$ cat config.mk
export PLATFORM = sky130hd
export DESIGN_NAME = next_fit_slot_allocator_flat
export DESIGN_NICKNAME = d
export VERILOG_FILES = /design/src/nfsa_pkg.sv /design/src/nfsa_req_if.sv /design/src/nfsa_rsp_if.sv /design/src/nfsa_cfg_if.sv /design/src/nfsa_ram.sv /design/src/next_fit_slot_allocator.sv /design/src/flat_wrapper.sv
export SDC_FILE = /design/constraint.sdc
export NUM_CORES = 1
export LEC_CHECK = 0
export BUFFER_PORTS_ARGS = -buffer_cell sky130_fd_sc_hd__buf_4
export CORE_MARGIN = 2
export CORE_UTILIZATION = 62
export DETAILED_ROUTE_END_ITERATION = 12
export PLACE_DENSITY = 0.79
export SLEW_MARGIN = 20
export SYNTH_ARGS = -nofsm -noshare
export SYNTH_HDL_FRONTEND = slang
export SYNTH_SLANG_ARGS = --single-unit
$ cat constraint.sdc
create_clock -name clk -period 11.2 [get_ports clk]
set_input_delay 0.56 -clock clk [delete_from_list [all_inputs] [get_ports clk]]
set_output_delay 0.56 -clock clk [all_outputs]
set_load 0.01 [all_outputs]
$ cat src/nfsa_pkg.sv
`timescale 1ns / 1ps
// Package for the next-fit slot allocator: field widths, command codes and
// the default pool size. It depends on nothing else.
package nfsa_pkg;

    localparam int MAX_SLOTS_DEF = 256;
    localparam int CMD_W         = 2;
    localparam int ID_W          = 8;
    localparam int CNT_OUT_W     = 9;
    localparam int CFG_W         = 9;

    typedef enum logic [CMD_W-1:0] {
        CMD_ALLOC_ANY = 2'd0,
        CMD_ALLOC_ID  = 2'd1,
        CMD_FREE      = 2'd2,
        CMD_NONE      = 2'd3
    } cmd_t;

endpackage

$ cat src/nfsa_req_if.sv
`timescale 1ns / 1ps
// Request channel of the slot allocator: command and slot index.
// It depends on nfsa_pkg for the field widths.
interface nfsa_req_if;
    import nfsa_pkg::*;

    logic            valid;
    logic            ready;
    logic [CMD_W-1:0] cmd;
    logic [ID_W-1:0]  slot_id;

    modport source (output valid, output cmd, output slot_id, input ready);
    modport sink   (input valid, input cmd, input slot_id, output ready);
endinterface

$ cat src/nfsa_rsp_if.sv
`timescale 1ns / 1ps
// Response channel of the slot allocator: success, slot and free count.
// It depends on nfsa_pkg for the field widths.
interface nfsa_rsp_if;
    import nfsa_pkg::*;

    logic                 valid;
    logic                 ready;
    logic                 ok;
    logic [ID_W-1:0]      granted_slot;
    logic [CNT_OUT_W-1:0] free_count;

    modport source (output valid, output ok, output granted_slot, output free_count,
                    input ready);
    modport sink   (input valid, input ok, input granted_slot, input free_count,
                    output ready);
endinterface

$ cat src/nfsa_cfg_if.sv
`timescale 1ns / 1ps
// Configuration write channel of the slot allocator: the active slot count.
// It depends on nfsa_pkg for the register width.
interface nfsa_cfg_if;
    import nfsa_pkg::*;

    logic             valid;
    logic             ready;
    logic [CFG_W-1:0] data;

    modport source (output valid, output data, input ready);
    modport sink   (input valid, input data, output ready);
endinterface

$ cat src/nfsa_ram.sv
`timescale 1ns / 1ps
// Generic single-write, single-read RAM with a registered read port.
// It depends on nothing else.
module nfsa_ram #(
    parameter int WIDTH = 1,
    parameter int DEPTH = 256
) (
    input  logic                     clk,
    input  logic                     we,
    input  logic [$clog2(DEPTH)-1:0] waddr,
    input  logic [WIDTH-1:0]         wdata,
    input  logic [$clog2(DEPTH)-1:0] raddr,
    output logic [WIDTH-1:0]         rdata
);

    logic [WIDTH-1:0] mem [DEPTH];

    always_ff @(posedge clk)
    begin
        if (we)
        begin
            mem[waddr] <= wdata;
        end
        rdata <= mem[raddr];
    end

endmodule

$ cat src/next_fit_slot_allocator.sv
`timescale 1ns / 1ps
// Top level of the next-fit slot allocator. It depends on nfsa_pkg, the three
// channel interfaces and nfsa_ram, which holds one busy bit per slot.
// Allocate-any reads one busy bit per cycle from the RAM port while it scans;
// allocate-specific and free pass through the lookup and check states; a full
// pool, an out-of-range slot or an unused command goes straight to the done
// state. One transaction is in flight at a time.
// After reset and after every configuration write, a clearing pass over all
// MAX_SLOTS slots writes every busy bit to zero while no request is accepted.
module next_fit_slot_allocator #(
    parameter int MAX_SLOTS = nfsa_pkg::MAX_SLOTS_DEF
) (
    input logic        clk,
    input logic        rst_n,
    nfsa_req_if.sink   req,
    nfsa_rsp_if.source rsp,
    nfsa_cfg_if.sink   cfg
);
    import nfsa_pkg::*;

    localparam int IDX_W = $clog2(MAX_SLOTS);
    localparam int CNT_W = $clog2(MAX_SLOTS + 1);
    localparam int W     = (CNT_W > CFG_W) ? CNT_W : CFG_W;

    typedef enum logic [5:0] {
        ST_CLEAR  = 6'b000001,
        ST_IDLE   = 6'b000010,
        ST_SCAN   = 6'b000100,
        ST_LOOKUP = 6'b001000,
        ST_CHECK  = 6'b010000,
        ST_DONE   = 6'b100000
    } state_t;

    state_t           state_reg, state_next;
    logic [CFG_W-1:0] active_reg, active_next;
    logic [W-1:0]     busy_reg, busy_next;
    logic [IDX_W-1:0] search_reg, search_next;
    logic [IDX_W-1:0] clr_reg, clr_next;
    logic [IDX_W-1:0] rd_pos_reg, rd_pos_next;
    logic [IDX_W-1:0] chk_pos_reg, chk_pos_next;
    logic             chk_vld_reg, chk_vld_next;
    cmd_t             cmd_reg, cmd_next;
    logic [ID_W-1:0]  id_reg, id_next;
    logic             ok_reg, ok_next;
    logic [ID_W-1:0]  slot_reg, slot_next;

    logic [W-1:0]     n_slots;
    logic [W-1:0]     req_id_w;
    logic [W-1:0]     id_w;
    logic [W-1:0]     chk_pos_w;
    logic [W-1:0]     free_w;
    logic [IDX_W-1:0] id_addr;

    logic             ram_we;
    logic [IDX_W-1:0] ram_waddr;
    logic             ram_wdata;
    logic [IDX_W-1:0] ram_raddr;
    logic             ram_rdata;

    function automatic logic [IDX_W-1:0] advance(input logic [IDX_W-1:0] pos,
                                                 input logic [W-1:0] lim);
        logic [W-1:0] nxt;
        nxt = W'(pos) + W'(1);
        return (nxt >= lim) ? '0 : nxt[IDX_W-1:0];
    endfunction

    assign n_slots   = (W'(active_reg) > W'(MAX_SLOTS)) ? W'(MAX_SLOTS) : W'(active_reg);
    assign req_id_w  = W'(req.slot_id);
    assign id_w      = W'(id_reg);
    assign id_addr   = id_w[IDX_W-1:0];
    assign chk_pos_w = W'(chk_pos_reg);
    assign free_w    = n_slots - busy_reg;

    assign req.ready        = (state_reg == ST_IDLE);
    assign cfg.ready        = 1'b1;
    assign rsp.valid        = (state_reg == ST_DONE);
    assign rsp.ok           = ok_reg;
    assign rsp.granted_slot = slot_reg;
    assign rsp.free_count   = free_w[CNT_OUT_W-1:0];

    assign ram_raddr = (state_reg == ST_SCAN) ? rd_pos_reg : id_addr;

    nfsa_ram #(
        .WIDTH (1),
        .DEPTH (MAX_SLOTS)
    ) u_busy_ram (
        .clk   (clk),
        .we    (ram_we),
        .waddr (ram_waddr),
        .wdata (ram_wdata),
        .raddr (ram_raddr),
        .rdata (ram_rdata)
    );

    always_comb
    begin
        state_next   = state_reg;
        active_next  = active_reg;
        busy_next    = busy_reg;
        search_next  = search_reg;
        clr_next     = clr_reg;
        rd_pos_next  = rd_pos_reg;
        chk_pos_next = chk_pos_reg;
        chk_vld_next = chk_vld_reg;
        cmd_next     = cmd_reg;
        id_next      = id_reg;
        ok_next      = ok_reg;
        slot_next    = slot_reg;
        ram_we       = 1'b0;
        ram_waddr    = clr_reg;
        ram_wdata    = 1'b0;

        unique case (state_reg)
            ST_CLEAR:
            begin
                ram_we    = 1'b1;
                ram_waddr = clr_reg;
                ram_wdata = 1'b0;
                clr_next  = clr_reg + IDX_W'(1);
                if (clr_reg == IDX_W'(MAX_SLOTS - 1))
                begin
                    state_next = ST_IDLE;
                end
            end
            ST_IDLE:
            begin
                if (req.valid)
                begin
                    cmd_next  = cmd_t'(req.cmd);
                    id_next   = req.slot_id;
                    ok_next   = 1'b0;
                    slot_next = '0;
                    unique case (cmd_t'(req.cmd))
                        CMD_ALLOC_ANY:
                        begin
                            if (busy_reg >= n_slots)
                            begin
                                state_next = ST_DONE;
                            end
                            else
                            begin
                                rd_pos_next  = search_reg;
                                chk_vld_next = 1'b0;
                                state_next   = ST_SCAN;
                            end
                        end
                        CMD_ALLOC_ID, CMD_FREE:
                        begin
                            state_next = (req_id_w < n_slots) ? ST_LOOKUP : ST_DONE;
                        end
                        default:
                        begin
                            state_next = ST_DONE;
                        end
                    endcase
                end
            end
            ST_SCAN:
            begin
                // Reads are issued one slot per cycle; the data of the previous
                // address is checked in the same cycle.
                rd_pos_next  = advance(rd_pos_reg, n_slots);
                chk_pos_next = rd_pos_reg;
                chk_vld_next = 1'b1;
                if (chk_vld_reg && !ram_rdata)
                begin
                    ram_we      = 1'b1;
                    ram_waddr   = chk_pos_reg;
                    ram_wdata   = 1'b1;
                    busy_next   = busy_reg + W'(1);
                    ok_next     = 1'b1;
                    slot_next   = chk_pos_w[ID_W-1:0];
                    search_next = advance(chk_pos_reg, n_slots);
                    state_next  = ST_DONE;
                end
            end
            ST_LOOKUP:
            begin
                state_next = ST_CHECK;
            end
            ST_CHECK:
            begin
                state_next = ST_DONE;
                if (cmd_reg == CMD_ALLOC_ID)
                begin
                    if (!ram_rdata)
                    begin
                        ram_we      = 1'b1;
                        ram_waddr   = id_addr;
                        ram_wdata   = 1'b1;
                        busy_next   = busy_reg + W'(1);
                        ok_next     = 1'b1;
                        slot_next   = id_reg;
                        search_next = advance(id_addr, n_slots);
                    end
                end
                else
                begin
                    if (ram_rdata)
                    begin
                        ram_we    = 1'b1;
                        ram_waddr = id_addr;
                        ram_wdata = 1'b0;
                        if (busy_reg != '0)
                        begin
                            busy_next = busy_reg - W'(1);
                        end
                    end
                    ok_next   = 1'b1;
                    slot_next = id_reg;
                end
            end
            ST_DONE:
            begin
                if (rsp.ready)
                begin
                    state_next = ST_IDLE;
                end
            end
            default:
            begin
                state_next = ST_CLEAR;
                clr_next   = '0;
            end
        endcase

        if (cfg.valid)
        begin
            active_next = cfg.data;
            busy_next   = '0;
            search_next = '0;
            clr_next    = '0;
            state_next  = ST_CLEAR;
        end
    end

    always_ff @(posedge clk or negedge rst_n)
    begin
        if (!rst_n)
        begin
            state_reg   <= ST_CLEAR;
            active_reg  <= CFG_W'(256);
            busy_reg    <= '0;
            search_reg  <= '0;
            clr_reg     <= '0;
            chk_vld_reg <= 1'b0;
        end
        else
        begin
            state_reg   <= state_next;
            active_reg  <= active_next;
            busy_reg    <= busy_next;
            search_reg  <= search_next;
            clr_reg     <= clr_next;
            chk_vld_reg <= chk_vld_next;
        end
    end

    always_ff @(posedge clk)
    begin
        rd_pos_reg  <= rd_pos_next;
        chk_pos_reg <= chk_pos_next;
        cmd_reg     <= cmd_next;
        id_reg      <= id_next;
        ok_reg      <= ok_next;
        slot_reg    <= slot_next;
    end

endmodule

$ cat src/flat_wrapper.sv
// flat-port wrapper written by rule: the top's interface ports become plain ports
module next_fit_slot_allocator_flat import nfsa_pkg::*;
#(
    parameter int MAX_SLOTS = nfsa_pkg::MAX_SLOTS_DEF
)
  (clk, rst_n, req_valid, req_cmd, req_slot_id, req_ready, rsp_valid, rsp_ok, rsp_granted_slot, rsp_free_count, rsp_ready, cfg_valid, cfg_data, cfg_ready);
  nfsa_req_if req_i ();
  nfsa_rsp_if rsp_i ();
  nfsa_cfg_if cfg_i ();
  input logic clk;
  input logic rst_n;
  input wire logic [$bits(req_i.valid)-1:0] req_valid;
  input wire logic [$bits(req_i.cmd)-1:0] req_cmd;
  input wire logic [$bits(req_i.slot_id)-1:0] req_slot_id;
  output wire logic [$bits(req_i.ready)-1:0] req_ready;
  output wire logic [$bits(rsp_i.valid)-1:0] rsp_valid;
  output wire logic [$bits(rsp_i.ok)-1:0] rsp_ok;
  output wire logic [$bits(rsp_i.granted_slot)-1:0] rsp_granted_slot;
  output wire logic [$bits(rsp_i.free_count)-1:0] rsp_free_count;
  input wire logic [$bits(rsp_i.ready)-1:0] rsp_ready;
  input wire logic [$bits(cfg_i.valid)-1:0] cfg_valid;
  input wire logic [$bits(cfg_i.data)-1:0] cfg_data;
  output wire logic [$bits(cfg_i.ready)-1:0] cfg_ready;
  assign req_i.valid = req_valid;
  assign req_i.cmd = req_cmd;
  assign req_i.slot_id = req_slot_id;
  assign req_ready = req_i.ready;
  assign rsp_valid = rsp_i.valid;
  assign rsp_ok = rsp_i.ok;
  assign rsp_granted_slot = rsp_i.granted_slot;
  assign rsp_free_count = rsp_i.free_count;
  assign rsp_i.ready = rsp_ready;
  assign cfg_i.valid = cfg_valid;
  assign cfg_i.data = cfg_data;
  assign cfg_ready = cfg_i.ready;
  next_fit_slot_allocator #(.MAX_SLOTS(MAX_SLOTS)) u_core (.clk(clk), .rst_n(rst_n), .req(req_i), .rsp(rsp_i), .cfg(cfg_i));
endmodule
==> results by group <==
Timing
  – Period minus WS final: 4.566 ns
  – Fin worst setup slack: 6.634 ns
  – Final Max Tran Viols: 0
  – Slew Limit Headroom: 27.92%
  – Clock skew: 0.02579 ns
  – RSZ-0062 raised after global routing: no
  – Hold WS: 0.01578 ns
  – Fmax: 219.0 MHz
  – Setup violators final: 0
  – TNS Setup: 0 ns
  – Final hold viol count: 0
  – Worst-Margin Slew: 1.076 ns
  – Tcrit/Tclk final: 40.77%

Critical path
  – CP Cell Sequence: nor4_2 > nand2_1 > nor2_2 > a31oi_1 > a222oi_1 > nor2b_1 > nand3_1 > nor2_1
  – R2r setup slk: 6.63 ns
  – CP max stage delay: 0.79 ns
  – Crit-path slowest cell: nand3_1
  – Worst setup EP type: flop
  – Crit Path Category: flop to flop
  – Required time of the critical path: 11.43 ns
  – Setup crit start kind: flop
  – Crit Path Max Fanout: 13
  – Worst Path Arrival: 4.79 ns
  – R2R depth: 8

Clock tree
  – Clk pin slew, worst setup/hold paths: 0.06 ns
  – # hold bufs at CTS: 0
  – Htree depth: 2
  – CTS resizes: 0
  – CTS Buffer Depth: 3
  – Root Buffer Master: clkbuf_16
  – Skew-Pair Late Insertion Delay: 0.55 ns
  – Post-CTS Setup Repair Bufs: 0
  – CTS tree: yes
  – Clk sinks: 333
  – TritonCTS buffer count: 38

Floorplan
  – Die extent in x: 169.4 µm
  – Row cnt: 60
  – Initial core utilization: 63.09%
  – Full die area: 0.02869 mm²
  – Core ar.: 0.02688 mm²
  – Die Height: 169.4 µm
  – # IOs: 45

Logic synthesis
  – Post-Syn Instances: 1555
  – Post-synth top area cell: edfxtp_1
  – FFs w/ async S/R, synth: 12.31%
  – Avg Inst Size Synth: 10.90 µm²
  – Top FF cell, synth: edfxtp_1
  – Area of the mapped netlist: 0.01696 mm²
  – Net count after synthesis: 1633
  – Post-synth EDFFs: 291
  – Register area share after synthesis: 57.72%
  – Synth Warn #: 0
  – Most common library cells after synthesis: 306 x nor2_1, 291 x edfxtp_1, 144 x nand2_1, 78 x mux2i_1, 60 x nand3_1
  – Synth unique cells: 75
  – Post-synth top area share: 51.54%
  – Most common cell in the synthesized netlist: nor2_1
  – Yosys reg bits: 333
  – Area contributors post-synth: edfxtp_1 52%, nor2_1 6.8%, dfrtp_1 5.8%

Global route
  – Antenna violations before repair: 0
  – First-pass GRT wire length: 69380 µm
  – Largest net degree at the start of global routing: 146
  – Vias in the first global route: 12.56k
  – Global route overflow: 0
  – Gr usage total: 31.69%

Final layout
  – Synth-to-Final Area Change: 10.03%
  – Final Cell Area: 0.01866 mm²
  – Fill count: 1957
  – Max FFs per register: 256
  – Share of layout cells above drive strength 1: 9.022%
  – Antenna Cells: 0
  – Fin nets: 1635

Placed design
  – DP Worst Slack: 6.832 ns
  – Port Buffer Count: 43
  – HPWL Detailed: 29430 µm
  – Cell Area, Placed: 0.01738 mm²
  – GP Congestion: 0.9601

Hold path
  – Worst Hold Class: primary input to async pin

Power and ir drop
  – Cell area power density: 146.6 mW/mm²
  – Lkg Pwr: 6.923 nW
  – Worst vdd ir: 0.1681 mV
  – Power, Total: 2.734 mW

Detailed routing
  – Vias per cell: 6.544
  – Pre-Repair DR Iteration Count: 8
  – Number of vias in the routed layout: 12.60k
  – DRT Wirelength: 44740 µm
  – Per-cell routed wire length: 23.23 µm
  – ANT nets after route: 0
  – Iter 0 DRT Violations: 1466
  – DRC: 0

Flow run
  – Max-cap violations: 0

Status
  – Status: finished, final reports clean
==> cell usage in the layout (no fill, tap or decap), drive strengths merged, types with 6 or more instances in the layout <==
cell type and n:
nor2 308, edfxtp 291, nand2 148, mux2i 78
nand3 61, o21ai 60, buf 54, ha 53
a21oi 52, clkbuf 48, inv 43, dfrtp 39
a31oi 27, xnor2 25, clkinv 19, and3 18
a21o 18, o22ai 17, nor3 17, nor2b 16
a22o 14, o22a 13, a211o 13, a211oi 12
nand2b 11, nand4 10, and2 10, mux2 9
xor2 8, a222oi 8, a221o 8, or3 6
o211ai 6, a311oi 6
==> worst max-delay path: cells and delay by family, from the launching register on <==
| family | cells | cell delay, ns |
|---|---|---|
| and+or+nand+nor | 6 | 2.82 |
| AOI/OAI and AO/OA | 2 | 0.97 |
| DFF | 1 | 0.47 |
==> cell type report <==
cell class | instances | area (µm²) | share of cell area [%]
timing repair buffer | 54 | 445.4 | 2.388
inverter | 45 | 173.9 | 0.9323
multi-input combinational | 1085 | 6605 | 35.41
tap | 341 | 426.7 | 2.287
sequential | 333 | 9787 | 52.46
clock buffer | 48 | 1040 | 5.573
clock inverter | 20 | 177.7 | 0.9524
==> metal layers <==
layer  GRT usage [%]  vias to the layer above  routed length [µm]
met4           15.68                        0                1917
met1           38.84                     6081               16490
met3           5.667                      136                4306
met2           54.41                      736               22030
met5               0                        -                   0
li1                -                     5651                   -
==> cells by family (layout without fill, tap and decap cells) <==
group                    after synthesis  after routing  synth area share (%)
multiplexers                          87             87                 5.203
adder cells (fa/ha/maj)               54             54                 4.029
flip-flops                           333            333                 57.72
buffers and inverters                137            167                 3.586
AO/OA/AOI/OAI                        283            283                 11.39
other                                  1              1               0.02212
XOR/XNOR                              33             33                 1.705
AND/OR/NAND/NOR                      627            627                 16.35
==> metrics by stage <==
stage	std cells	util [%]
CTS	1924	69.21
floorplan	1555	-
finish	1926	69.41
global route	1926	69.41
detailed placement	1856	64.68
global placement	1856	64.66
==> report_power, final <==
part / total [mW] / internal (mW) / switching [mW] / leakage, nW
combinational: 0.178 / 0.0622 / 0.116 / 2.78
clock: 1.21 / 0.707 / 0.499 / 0.594
sequential: 1.35 / 1.34 / 0.00863 / 3.55
total: 2.73 / 2.11 / 0.623 / 6.92
==> path summary, 6_finish.rpt <==
path	startpoint	to
max in group asynchronous	rst_n	u_core.active_reg[5]$_DFFE_PN0P_
min reg2reg	u_core.active_reg[1]$_DFFE_PN0P_	u_core.active_reg[1]$_DFFE_PN0P_
max reg2reg	u_core.state_reg[1]$_DFFE_PN0P_	u_core.u_busy_ram.mem[61]$_DFFE_PP_
max	u_core.state_reg[1]$_DFFE_PN0P_	u_core.u_busy_ram.mem[61]$_DFFE_PP_
min	rst_n	u_core.busy_reg[6]$_DFFE_PN0P_
min in group clk	req_slot_id[0]	u_core.id_addr[0]$_DFFE_PP_
Note: power is estimated with default switching activity, not from simulation.
